## config.mk

```make
export PLATFORM = sky130hd
export DESIGN_NAME = murmur3_32_key_hash_core
export DESIGN_NICKNAME = d
export VERILOG_FILES = /design/src/design/mm3_pkg.sv /design/src/design/murmur3_32_key_hash_core.sv /design/src/design/mm3_front.sv /design/src/design/mm3_queue.sv /design/src/design/mm3_back.sv
export SDC_FILE = /design/constraint.sdc
export NUM_CORES = 2
export LEC_CHECK = 0
export ABC_AREA = 1
export BUFFER_PORTS_ARGS = -buffer_cell sky130_fd_sc_hd__buf_2
export CAP_MARGIN = 20
export CORE_ASPECT_RATIO = 1.4
export CORE_MARGIN = 1.5
export CORE_UTILIZATION = 55
export DETAILED_ROUTE_END_ITERATION = 12
export PLACE_DENSITY = 0.71
export SYNTH_ARGS = -nofsm -noshare
export SYNTH_HDL_FRONTEND = slang
export SYNTH_SLANG_ARGS = --single-unit
```

## constraint.sdc

```tcl
create_clock -name aclk -period 9.39 [get_ports aclk]
set_input_delay 0.939 -clock aclk [delete_from_list [all_inputs] [get_ports aclk]]
set_output_delay 0.939 -clock aclk [all_outputs]
set_load 0.03 [all_outputs]
```

## src/design/mm3_pkg.sv

```systemverilog
// Package for the MurmurHash3 x86_32 key hash core.
// Holds hash constants, the job word passed from front to back, and helpers.
// No dependencies.
package mm3_pkg;

    localparam logic [31:0] MM_C1          = 32'hcc9e2d51;
    localparam logic [31:0] MM_C2          = 32'h1b873593;
    localparam logic [31:0] MM_ADD         = 32'he6546b64;
    localparam logic [31:0] MM_F1          = 32'h85ebca6b;
    localparam logic [31:0] MM_F2          = 32'hc2b2ae35;
    localparam logic [31:0] SEED_RESET     = 32'h9747b28c;

    localparam int          HASH_BITS_W    = 6;
    localparam logic [HASH_BITS_W-1:0] HASH_BITS_RESET = 6'd10;
    localparam int          HASH_BITS_MAX  = 32;

    localparam int          CFG_INDEX_W    = 2;
    localparam logic [CFG_INDEX_W-1:0] CFG_HASH_BITS = 2'd0;
    localparam logic [CFG_INDEX_W-1:0] CFG_HASH_SEED = 2'd1;

    localparam int          QUEUE_DEPTH_DEF = 4;

    // One unit of work for the back end: either a full word to mix, a tail
    // word (final without full word), and/or the end of a key. A job marked
    // load_seed reloads the running hash from its seed before the mix.
    typedef struct packed {
        logic        full_word;   // run the block mix on word
        logic        final_job;   // finalize after this job
        logic [31:0] word;        // full word, or tail bytes in the low bits
        logic [31:0] count;       // key length so far, valid with final_job
        logic        load_seed;   // restart the running hash from seed
        logic [31:0] seed;        // seed latched for this key
    } job_t;

    function automatic logic [31:0] rotl15(input logic [31:0] x);
        return {x[16:0], x[31:17]};
    endfunction

    function automatic logic [31:0] rotl13(input logic [31:0] x);
        return {x[18:0], x[31:19]};
    endfunction

    // Low-bit mask; zero for a width of zero or above 32.
    function automatic logic [31:0] hash_mask(input logic [HASH_BITS_W-1:0] n);
        logic [32:0] m;
        m = (33'd1 << n) - 33'd1;
        if (n == '0 || n > HASH_BITS_W'(HASH_BITS_MAX)) begin
            return 32'd0;
        end
        return m[31:0];
    endfunction

endpackage

```

## src/design/murmur3_32_key_hash_core.sv

```systemverilog
// Top level of the MurmurHash3 x86_32 key hash core.
// Holds the configuration registers and joins mm3_front, mm3_queue, mm3_back.
// Depends on mm3_pkg.
//
//  Channel   Dir  Handshake            Payload
//  s_*       in   s_tvalid/s_tready    s_tdata: data_byte[7:0]; s_tlast: last
//  m_*       out  m_tvalid/m_tready    m_tdata: hash_value[31:0]
//  cfg_*     in   cfg_valid/cfg_ready  cfg_index: 0 hash_bits, 1 hash_seed; cfg_wdata
//
// Bytes are taken one per cycle while the job queue has room. Each full word
// passes through the back-end sequencer once (two scramble multiplies, one mix),
// so four-byte words keep pace with one byte per cycle; a key end adds two
// finalizer multiplies and the output step. With the back end idle, m_tvalid
// rises once the last byte's job has run these steps, after any queued work
// ahead of it. While a hash waits on m_tready the back end runs on to its
// output step and holds there; the front takes bytes until the job queue fills.
// Reset is synchronous on aresetn; no clearing pass is needed.
module murmur3_32_key_hash_core #(
    parameter int QUEUE_DEPTH = mm3_pkg::QUEUE_DEPTH_DEF
) (
    input  logic                               aclk,
    input  logic                               aresetn,
    input  logic                               s_tvalid,
    output logic                               s_tready,
    input  logic [7:0]                         s_tdata,   // [7:0] data_byte
    input  logic                               s_tlast,
    output logic                               m_tvalid,
    input  logic                               m_tready,
    output logic [31:0]                        m_tdata,   // [31:0] hash_value
    input  logic                               cfg_valid,
    output logic                               cfg_ready,
    input  logic [mm3_pkg::CFG_INDEX_W-1:0]    cfg_index,
    input  logic [31:0]                        cfg_wdata
);
    import mm3_pkg::*;

    logic [HASH_BITS_W-1:0] hash_bits_reg;
    logic [31:0]            hash_seed_reg;
    logic                   seed_wr;
    logic                   job_push;
    job_t                   push_job;
    job_t                   head_job;
    logic                   queue_full;
    logic                   queue_empty;
    logic                   job_pop;

    assign cfg_ready = 1'b1;
    assign seed_wr   = cfg_valid && cfg_ready && (cfg_index == CFG_HASH_SEED);

    always_ff @(posedge aclk) begin
        if (!aresetn) begin
            hash_bits_reg <= HASH_BITS_RESET;
            hash_seed_reg <= SEED_RESET;
        end else if (cfg_valid) begin
            if (cfg_index == CFG_HASH_BITS) begin
                hash_bits_reg <= cfg_wdata[HASH_BITS_W-1:0];
            end else if (cfg_index == CFG_HASH_SEED) begin
                hash_seed_reg <= cfg_wdata;
            end
        end
    end

    mm3_front u_front (
        .aclk       (aclk),
        .aresetn    (aresetn),
        .in_valid   (s_tvalid),
        .in_ready   (s_tready),
        .in_byte    (s_tdata),
        .in_last    (s_tlast),
        .seed       (hash_seed_reg),
        .seed_wr    (seed_wr),
        .seed_wdata (cfg_wdata),
        .queue_full (queue_full),
        .job_push   (job_push),
        .job        (push_job)
    );

    mm3_queue #(
        .DEPTH (QUEUE_DEPTH)
    ) u_queue (
        .aclk     (aclk),
        .aresetn  (aresetn),
        .push     (job_push),
        .push_job (push_job),
        .pop      (job_pop),
        .head_job (head_job),
        .full     (queue_full),
        .empty    (queue_empty)
    );

    mm3_back u_back (
        .aclk        (aclk),
        .aresetn     (aresetn),
        .queue_empty (queue_empty),
        .head_job    (head_job),
        .pop         (job_pop),
        .hash_bits   (hash_bits_reg),
        .out_valid   (m_tvalid),
        .out_ready   (m_tready),
        .out_hash    (m_tdata)
    );

endmodule

```

## src/design/mm3_front.sv

```systemverilog
// Front end of the key hash core: gathers key bytes into little-endian words,
// counts bytes and queues word and end-of-key jobs. Depends on mm3_pkg.
module mm3_front (
    input  logic             aclk,
    input  logic             aresetn,
    input  logic             in_valid,
    output logic             in_ready,
    input  logic [7:0]       in_byte,
    input  logic             in_last,
    input  logic [31:0]      seed,
    input  logic             seed_wr,
    input  logic [31:0]      seed_wdata,
    input  logic             queue_full,
    output logic             job_push,
    output mm3_pkg::job_t    job
);
    import mm3_pkg::*;

    logic [23:0] partial_reg, partial_next;
    logic [1:0]  phase_reg, phase_next;
    logic [31:0] count_reg, count_next;
    logic [31:0] key_seed_reg, key_seed_next;
    logic        reload_reg, reload_next;
    logic        accept;
    logic [31:0] count_inc;
    logic [23:0] partial_ins;
    logic        idle;
    logic [31:0] seed_now;
    logic [31:0] key_seed_cur;
    logic        reload_cur;

    assign in_ready  = !queue_full;
    assign accept    = in_valid && in_ready;
    assign count_inc = count_reg + 32'd1;

    // A seed write between keys takes hold at once; mid-key it waits for the next key
    assign idle         = (count_reg == '0) && (phase_reg == '0);
    assign seed_now     = seed_wr ? seed_wdata : seed;
    assign key_seed_cur = (seed_wr && idle) ? seed_wdata : key_seed_reg;
    assign reload_cur   = (seed_wr && idle) || reload_reg;

    always_comb begin
        partial_ins = partial_reg;
        unique case (phase_reg)
            2'd0:    partial_ins[7:0]   = in_byte;
            2'd1:    partial_ins[15:8]  = in_byte;
            default: partial_ins[23:16] = in_byte;
        endcase
    end

    always_comb begin
        partial_next  = partial_reg;
        phase_next    = phase_reg;
        count_next    = count_reg;
        key_seed_next = key_seed_cur;
        reload_next   = reload_cur;
        job_push      = 1'b0;
        job.full_word = (phase_reg == 2'd3);
        job.final_job = in_last;
        job.count     = count_inc;
        job.word      = (phase_reg == 2'd3) ? {in_byte, partial_reg} : {8'd0, partial_ins};
        job.load_seed = reload_cur;
        job.seed      = key_seed_cur;
        if (accept) begin
            job_push = (phase_reg == 2'd3) || in_last;
            if (job_push) begin
                reload_next = 1'b0;
            end
            if (in_last) begin
                // key done: restart gathering
                partial_next  = '0;
                phase_next    = '0;
                count_next    = '0;
                key_seed_next = seed_now;
                reload_next   = 1'b1;
            end else if (phase_reg == 2'd3) begin
                partial_next = '0;
                phase_next   = '0;
                count_next   = count_inc;
            end else begin
                partial_next = partial_ins;
                phase_next   = phase_reg + 2'd1;
                count_next   = count_inc;
            end
        end
    end

    always_ff @(posedge aclk) begin
        if (!aresetn) begin
            partial_reg  <= '0;
            phase_reg    <= '0;
            count_reg    <= '0;
            key_seed_reg <= SEED_RESET;
            reload_reg   <= 1'b1;
        end else begin
            partial_reg  <= partial_next;
            phase_reg    <= phase_next;
            count_reg    <= count_next;
            key_seed_reg <= key_seed_next;
            reload_reg   <= reload_next;
        end
    end

endmodule

```

## src/design/mm3_queue.sv

```systemverilog
// Short job queue between front and back end of the key hash core.
// Register-based FIFO of job_t entries. Depends on mm3_pkg.
module mm3_queue #(
    parameter int DEPTH = mm3_pkg::QUEUE_DEPTH_DEF
) (
    input  logic             aclk,
    input  logic             aresetn,
    input  logic             push,
    input  mm3_pkg::job_t    push_job,
    input  logic             pop,
    output mm3_pkg::job_t    head_job,
    output logic             full,
    output logic             empty
);
    import mm3_pkg::*;

    localparam int PtrW = (DEPTH > 1) ? $clog2(DEPTH) : 1;
    localparam int CntW = $clog2(DEPTH + 1);

    job_t            mem_reg [DEPTH];
    logic [PtrW-1:0] wr_ptr_reg, wr_ptr_next;
    logic [PtrW-1:0] rd_ptr_reg, rd_ptr_next;
    logic [CntW-1:0] cnt_reg, cnt_next;
    logic            do_push, do_pop;

    assign full     = (cnt_reg == CntW'(DEPTH));
    assign empty    = (cnt_reg == '0);
    assign head_job = mem_reg[rd_ptr_reg];
    assign do_push  = push && !full;
    assign do_pop   = pop && !empty;

    always_comb begin
        wr_ptr_next = wr_ptr_reg;
        rd_ptr_next = rd_ptr_reg;
        cnt_next    = cnt_reg;
        if (do_push) begin
            wr_ptr_next = (wr_ptr_reg == PtrW'(DEPTH - 1)) ? '0 : wr_ptr_reg + PtrW'(1);
        end
        if (do_pop) begin
            rd_ptr_next = (rd_ptr_reg == PtrW'(DEPTH - 1)) ? '0 : rd_ptr_reg + PtrW'(1);
        end
        if (do_push && !do_pop) begin
            cnt_next = cnt_reg + CntW'(1);
        end else if (do_pop && !do_push) begin
            cnt_next = cnt_reg - CntW'(1);
        end
    end

    always_ff @(posedge aclk) begin
        if (do_push) begin
            mem_reg[wr_ptr_reg] <= push_job;
        end
    end

    always_ff @(posedge aclk) begin
        if (!aresetn) begin
            wr_ptr_reg <= '0;
            rd_ptr_reg <= '0;
            cnt_reg    <= '0;
        end else begin
            wr_ptr_reg <= wr_ptr_next;
            rd_ptr_reg <= rd_ptr_next;
            cnt_reg    <= cnt_next;
        end
    end

endmodule

```

## src/design/mm3_back.sv

```systemverilog
// Back end of the key hash core: block mix, tail mix and finalizer as a
// multi-cycle sequencer with one multiplier per step, plus the result register.
// Depends on mm3_pkg.
module mm3_back (
    input  logic                              aclk,
    input  logic                              aresetn,
    input  logic                              queue_empty,
    input  mm3_pkg::job_t                     head_job,
    output logic                              pop,
    input  logic [mm3_pkg::HASH_BITS_W-1:0]   hash_bits,
    output logic                              out_valid,
    input  logic                              out_ready,
    output logic [31:0]                       out_hash
);
    import mm3_pkg::*;

    typedef enum logic [2:0] {
        S_IDLE,
        S_SCRAMBLE2,
        S_MIX,
        S_FIN0,
        S_FIN1,
        S_OUT
    } state_t;

    state_t      state_reg;
    logic        out_valid_reg;
    logic [31:0] out_hash_reg;
    logic [31:0] h_reg;
    logic [31:0] k_reg;
    logic [31:0] count_reg;
    logic        full_word_reg;
    logic        final_reg;
    logic [31:0] mix_t;
    logic [31:0] fin0_t;
    logic [31:0] fin1_t;
    logic [31:0] fin2_t;
    logic        out_free;
    logic        out_load;

    assign pop       = (state_reg == S_IDLE) && !queue_empty;
    assign out_valid = out_valid_reg;
    assign out_hash  = out_hash_reg;
    assign out_free  = !out_valid_reg || out_ready;
    assign out_load  = (state_reg == S_OUT) && out_free;

    assign mix_t  = h_reg ^ k_reg;
    assign fin0_t = (h_reg ^ count_reg) ^ ((h_reg ^ count_reg) >> 16);
    assign fin1_t = h_reg ^ (h_reg >> 13);
    assign fin2_t = h_reg ^ (h_reg >> 16);

    always_ff @(posedge aclk) begin
        if (!aresetn) begin
            state_reg     <= S_IDLE;
            out_valid_reg <= 1'b0;
        end else begin
            if (out_load) begin
                out_valid_reg <= 1'b1;
            end else if (out_valid_reg && out_ready) begin
                out_valid_reg <= 1'b0;
            end
            unique case (state_reg)
                S_IDLE: begin
                    if (!queue_empty) begin
                        k_reg         <= head_job.word * MM_C1;
                        count_reg     <= head_job.count;
                        full_word_reg <= head_job.full_word;
                        final_reg     <= head_job.final_job;
                        // a new key starts from its latched seed
                        if (head_job.load_seed) begin
                            h_reg <= head_job.seed;
                        end
                        state_reg <= S_SCRAMBLE2;
                    end
                end
                S_SCRAMBLE2: begin
                    k_reg     <= rotl15(k_reg) * MM_C2;
                    state_reg <= S_MIX;
                end
                S_MIX: begin
                    if (full_word_reg) begin
                        h_reg <= rotl13(mix_t) * 32'd5 + MM_ADD;
                    end else begin
                        h_reg <= mix_t;
                    end
                    state_reg <= final_reg ? S_FIN0 : S_IDLE;
                end
                S_FIN0: begin
                    h_reg     <= fin0_t * MM_F1;
                    state_reg <= S_FIN1;
                end
                S_FIN1: begin
                    h_reg     <= fin1_t * MM_F2;
                    state_reg <= S_OUT;
                end
                S_OUT: begin
                    // hold until the result register is free
                    if (out_free) begin
                        out_hash_reg <= fin2_t & hash_mask(hash_bits);
                        state_reg    <= S_IDLE;
                    end
                end
                default: state_reg <= S_IDLE;
            endcase
        end
    end

    a_out_from_fin: assert property (@(posedge aclk) disable iff (!aresetn)
        $rose(out_valid_reg) |-> $past(state_reg == S_OUT))
        else $error("result raised outside the output step");

    a_fin_posts: assert property (@(posedge aclk) disable iff (!aresetn)
        (state_reg == S_OUT && out_free) |=> (out_valid_reg && state_reg == S_IDLE))
        else $error("finished key did not post its result");

    a_pop_seed: assert property (@(posedge aclk) disable iff (!aresetn)
        (pop && head_job.load_seed) |=> (h_reg == $past(head_job.seed)))
        else $error("new key did not load seed");

    a_hold_result: assert property (@(posedge aclk) disable iff (!aresetn)
        (out_valid_reg && !out_ready) |=> (out_valid_reg && $stable(out_hash_reg)))
        else $error("waiting result word changed");

endmodule

```

## Word-level counts from Yosys, hierarchy flattened

Memories as Yosys holds them, arrays and structs flattened. A register that Yosys moved wholly into a read port is not among the register bits.
Cells that the tools add are included.

- Reductions and logical operators: 38
- Multiply operators: 5
- Mux-type cells: 46
- Shifts and indexed selects: 1
- Bitwise gates (word level): 8
- Order comparisons: 1
- Eq/ne operators: 14
- Divide/modulo/power cells: 0
- $add $sub $neg: 8

Operators with widths:

| kind | count |
|---|---|
| $mux 32 | 15 |
| $pmux 32 s4 | 1 |
| $mul 32x31->32 const B | 2 |
| $pmux 32 s2 | 1 |
| $xor 32x16->32 | 2 |
| $xor 32x32->32 | 2 |
| $mux 24 | 2 |
| $add 32x1->32 const B | 1 |
| $add 32x32->32 const B | 1 |
| $and 32x32->32 | 1 |
| $logic_not 32->1 | 1 |
| $mul 32x29->32 const B | 1 |
| $mul 32x3->32 const B | 1 |
| $mul 32x32->32 const B | 1 |
| $shl 1x6->32 const A | 1 |
| $sub 32x1->32 const B | 1 |
| $xor 32x19->32 | 1 |
| $mux 8 | 3 |
| $pmux 3 s6 | 1 |
| $mux 2 | 7 |
| $mux 1 | 12 |
| $mux 3 | 4 |
| $reduce_and 3->1 | 4 |
| $logic_and 1x1->1 | 11 |
| 22 further kinds | 44 |

- Register bits after elaboration: 270
- Memories: 1
- Memory bits (read-only): 0
- Logic and storage cells: 140
- Bits in latches: 0
- Output and inout port bits: 35
- Input bits: 48
- Memory bits (writable): 396

Memory list:

| name | words | bits a word | read ports | clocked after memory_dff | write ports | RTL line | text |
|---|---|---|---|---|---|---|---|
| u_queue.mem_reg | 4 | 99 | 1 | 1 | 1 | mm3_queue.sv:20 | `job_t mem_reg [DEPTH];` |

## Longest topological paths before layout

- Depth after elaboration: 11
- Mapped depth: 35

## Hierarchy

A second synthesis with hierarchy kept.

- Cells, all modules: 7331
- Area, all modules: 67320.8 um2

Modules (own cells, without submodules):

| module | seq. area each (um2) | area each (um2) | times used | cells each |
|---|---|---|---|---|
| mm3_back | 3983.8 | 44390.1 | 1 | 5032 |
| mm3_queue | 12071.6 | 15134.5 | 1 | 1029 |
| mm3_front | 1821.7 | 6239.7 | 1 | 1055 |
| murmur3_32_key_hash_core | 760.7 | 1556.5 | 1 | 215 |

## Worst setup path before layout

Ideal clock, no wire load.

- Path type: reg-to-reg
- From: reg u_back.h_reg[23]
- To: reg u_back.h_reg[28] (data pin)
- Stages on the path, launching flop included: 29
- Arrival: 7001 ps
- Setup time: 259 ps
- Setup slack: 2130 ps
- Period minus slack after synthesis: 7260 ps
- Required time: 9131 ps
- Path buffers: 1
- Path through: edfxtp_1 > clkbuf_1 > xor2_1 > xnor2_1 > inv_1 > nor2_1 > nor2_1 > ha_1 > or2_2 > fa_1 > fa_1 > inv_1 > fa_1 > fa_1 > inv_1 > fa_1 > fa_1 > fa_1 > ha_1 > nand2_1 > nor2_1 > nand2_1 > or2_2 > nand3_1 > nand2_1 > nand2_1 > o21ai_0 > inv_1 > nand3_1

- Word-level cells in the longest chain between the ends: 5
- Elaborated cells between the ends (all ways): 10
- Those cells by class: 1 x add/sub; 3 x mul; 2 x mux; 4 x bitwise

RTL lines:

| what | RTL line | text |
|---|---|---|
| from (decl) | mm3_back.sv:29 | `logic [31:0] h_reg;` |
| from (signal assigned) | mm3_back.sv:71 | `h_reg <= head_job.seed;` |
| from (signal assigned) | mm3_back.sv:82 | `h_reg <= rotl13(mix_t) * 32'd5 + MM_ADD;` |
| from (signal assigned) | mm3_back.sv:84 | `h_reg <= mix_t;` |
| $xor 32x32->32 | mm3_back.sv:47 | `assign mix_t = h_reg ^ k_reg;` |
| $mul 32x3->32 | mm3_back.sv:82 |  |
| $add 32x32->32 | mm3_back.sv:82 |  |
| $mux 32 | mm3_back.sv:81 | `if (full_word_reg) begin` |
| $pmux 32 s4 (*) | mm3_back.sv:62 | `unique case (state_reg)` |

Every way passes the cells marked *; elsewhere a longest branch is shown, timed or not.
A chain may end at the register's enable or synchronous reset.

## Worst setup path after layout

- From: reg u_back.h_reg[6]
- To: reg u_back.h_reg[30] (data pin)

The elaborated chain is that of the path after synthesis.

==> metrics.md <==
| Metric | Value |
|---|---|
| Crit path DAT | `9.00 ns` |
| Hold_buf cts | `0` |
| Initial antenna violation count | `4` |
| GRT overflow | `0` |
| Core area | `about 120,000 sq um` |
| HP Class | `reg2reg` |
| Complex-gate fraction of the synthesized area | `8.68%` |
| Crit Path Max Fanout | `6` |
| Vias | `49,600` |
| Largest net degree at the start of global routing | `101` |
| Initial DRC count | `around 3,800` |
| CTS root buf | `clkbuf_16` |
| Startpoint Class | `flip-flop` |
| WS Path Type | `reg2reg` |
| Rows | `150` |
| DR vias/cell | `5.60` |
| Max reg flops | `between 300 and 400` |
| Max Clock Skew | `0.0454 ns` |
| Final WL | `208,000 microns` |
| Port bufs | `81` |
| Vias in the first global route | `51,500` |
| Final GP Congestion | `1.08` |
| Reg clk slew, reported paths | `approximately 0.07 ns` |
| Final Core Density | `approximately 59%` |
| Post-synthesis xor/xnor area fraction | `3.08%` |
| Asr flop ratio synth | `0%` |
| Die height | `413 microns` |
| Pre-Repair DR Iteration Count | `6` |
| Ys Warns | `0` |
| Slew Limit Fails | `0` |
| Starting Density | `55.4%` |
| CTS tree | `built` |
| CP required | `between 9 and 10 ns` |
| Hpwl dp | `between 150,000 and 200,000 microns` |
| Proportion of layout cells with a drive suffix above 1 | `5.23%` |
| Place WS | `roughly 0.83 ns` |
| Number of nets in the layout | `8,832` |
| Minimum clock period | `8.62 ns` |
| Crit share post-route | `91.8%` |
| Die Span X | `296 microns` |
| First-pass GRT wire length | `313,000 microns` |
| Post-CTS Setup Bufs | `0` |
| DRC viols | `0` |
| Post-synth EDFFs | `526` |
| Syn Nets | `approximately 8,800` |
| Clock buffer count from CTS | `between 50 and 60` |
| Post-Synth Adder-Cell Area | `38.2%` |
| Yosys top cell area share | `23.9%` |
| Die Area | `around 120,000 sq um` |
| Drt wl/cell | `23.5 microns` |
| Post_cts resized | `0` |
| CP Capture Type | `flip-flop` |
| Synth cell types | `57` |
| Setup Total Neg Slack | `0 ns` |
| Setup WS post-layout | `0.769 ns` |
| MaxCap Viol Count | `0` |
| Status | `completed` |
| Final setup viols | `0` |
| Worst slew pin tran | `about 1.1 ns` |
| Post-synthesis sequential area ratio | `28.2%` |
| Unrepaired setup endpoints after global routing | `no` |
| Peak Freq | `between 100 and 150 MHz` |
| Largest family of logic cells by synthesized area | `adder cells` |
| Syn Inst Count | `between 7,000 and 8,000` |
| Post-synthesis average cell area | `9.28 sq um` |
| Hold Slack | `between 0.4 and 0.5 ns` |
| Post-synthesis mux area share | `0%` |
| Largest cells by area after synthesis | `edfxtp_1 (24%), fa_1 (23%), ha_1 (16%)` |
| #FFs+latches synth | `668` |
| Tot GR Track Use | `between 30% and 40%` |
| Sink Count | `668` |
| Synth-to-layout area growth | `7.14%` |
| Post-Synth Simple-Gate Area | `11.6%` |
| Antenna-violating nets left | `0` |
| Slew margin rel. | `24.8%` |
| Bufs on Longest Clock Path | `3` |
| Final Hold Fails | `0` |
| I/O pins | `83` |
| Clock latency on the worst-skew pair | `0.67 ns` |
| Cell Area, Synth | `66,200 sq um` |
| Leading area contributor after synthesis | `edfxtp_1` |
| Main flop type after synthesis | `edfxtp_1` |
| H-tree depth | `2` |
## metrics by stage
| step | instance area (sq um) | instances |
|---|---|---|
| after global routing | 70900 | 8856 |
| after floorplan | 66200 | 7134 |
| final | 70900 | 8859 |
| after detailed placement | 68700 | 8741 |
| after global placement | 68700 | 8738 |
| after CTS | 70900 | 8853 |
## path summary, 6_finish.rpt
kind                     startpoint           endpoint  slack, ns  depth (start not counted)
hold / removal    hash_seed_reg[14]  hash_seed_reg[14]       0.47                          2
setup reg to reg    u_back.h_reg[6]   u_back.h_reg[30]       0.77                         25
hold reg to reg   hash_seed_reg[14]  hash_seed_reg[14]       0.47                          2
setup / recovery    u_back.h_reg[6]   u_back.h_reg[30]       0.77                         25
## logic make-up after synthesis
family	Yosys count
AND/OR/NAND/NOR	1845
adder cells (fa/ha/maj)	1575
XOR/XNOR	232
AO/OA/AOI/OAI	1023
buffers and inverters	1790
flip-flops	668
other	1
## worst max-delay path: stages (launching register included)
cell      delay (ns)
edfxtp_1        0.56
xnor2_1         0.32
xnor2_1         0.74
inv_1           0.18
nor2_1          0.35
nor2_1          0.15
ha_1            0.20
or2_2           0.31
fa_1            0.45
fa_1            0.55
inv_1           0.07
fa_1            0.49
fa_1            0.56
inv_1           0.05
fa_1            0.46
fa_1            0.52
fa_1            0.42
ha_1            0.36
nand2_1         0.14
nor2_1          0.06
nor2_1          0.15
o211ai_1        0.11
a21oi_1         0.13
nand2_1         0.12
o21ai_0         0.70
nand4_1         0.17
## synth_stat cells (26+ instances only)
master    number
inv_1       1600
a21oi_1      341
dfxtp_1      142
nand2_1     1020
o211ai_1      45
xor2_1       127
or2_2         26
nor2_1       437
ha_1         829
fa_1         746
clkbuf_1     133
nor3_1        56
nand3_1      198
o21ai_0      384
edfxtp_1     526
o22ai_1      101
xnor2_1      104
a21o_1        32
nand4_1       44
## layout by cell type, fill, tap and decap left out, drive strengths merged, types with 59 or more instances in the layout
cell       n
nor2     451
clkbuf    78
dfxtp    142
nand2   1030
nand3    202
o22ai    101
fa       746
nor3      59
ha       829
edfxtp   526
o21ai    403
xnor2    105
xor2     127
inv     1624
buf      181
a21oi    341
## cell type report
type	count	area [sq um]
tap	1596	2000
fill	10300	48500
multi-input combinational	4676	40800
sequential	668	18600
antenna	3	7.51
clock buffer	77	1660
clock inverter	35	495
timing repair buffer	182	1160
inverter	1622	6090
## layer usage
layer / global-route usage, % / up-vias / part of all wire [%]
met5: 0 / - / 0.0062
met4: 27.7 / 2 / 9.9
met3: 4.73 / 715 / 5.8
met2: 60.1 / 1813 / 49
met1: 38.4 / 24100 / 35
li1: - / 23000 / -
Power is not shown: default switching activity piles up to over one toggle a cycle in this logic, so the estimate is an artifact.
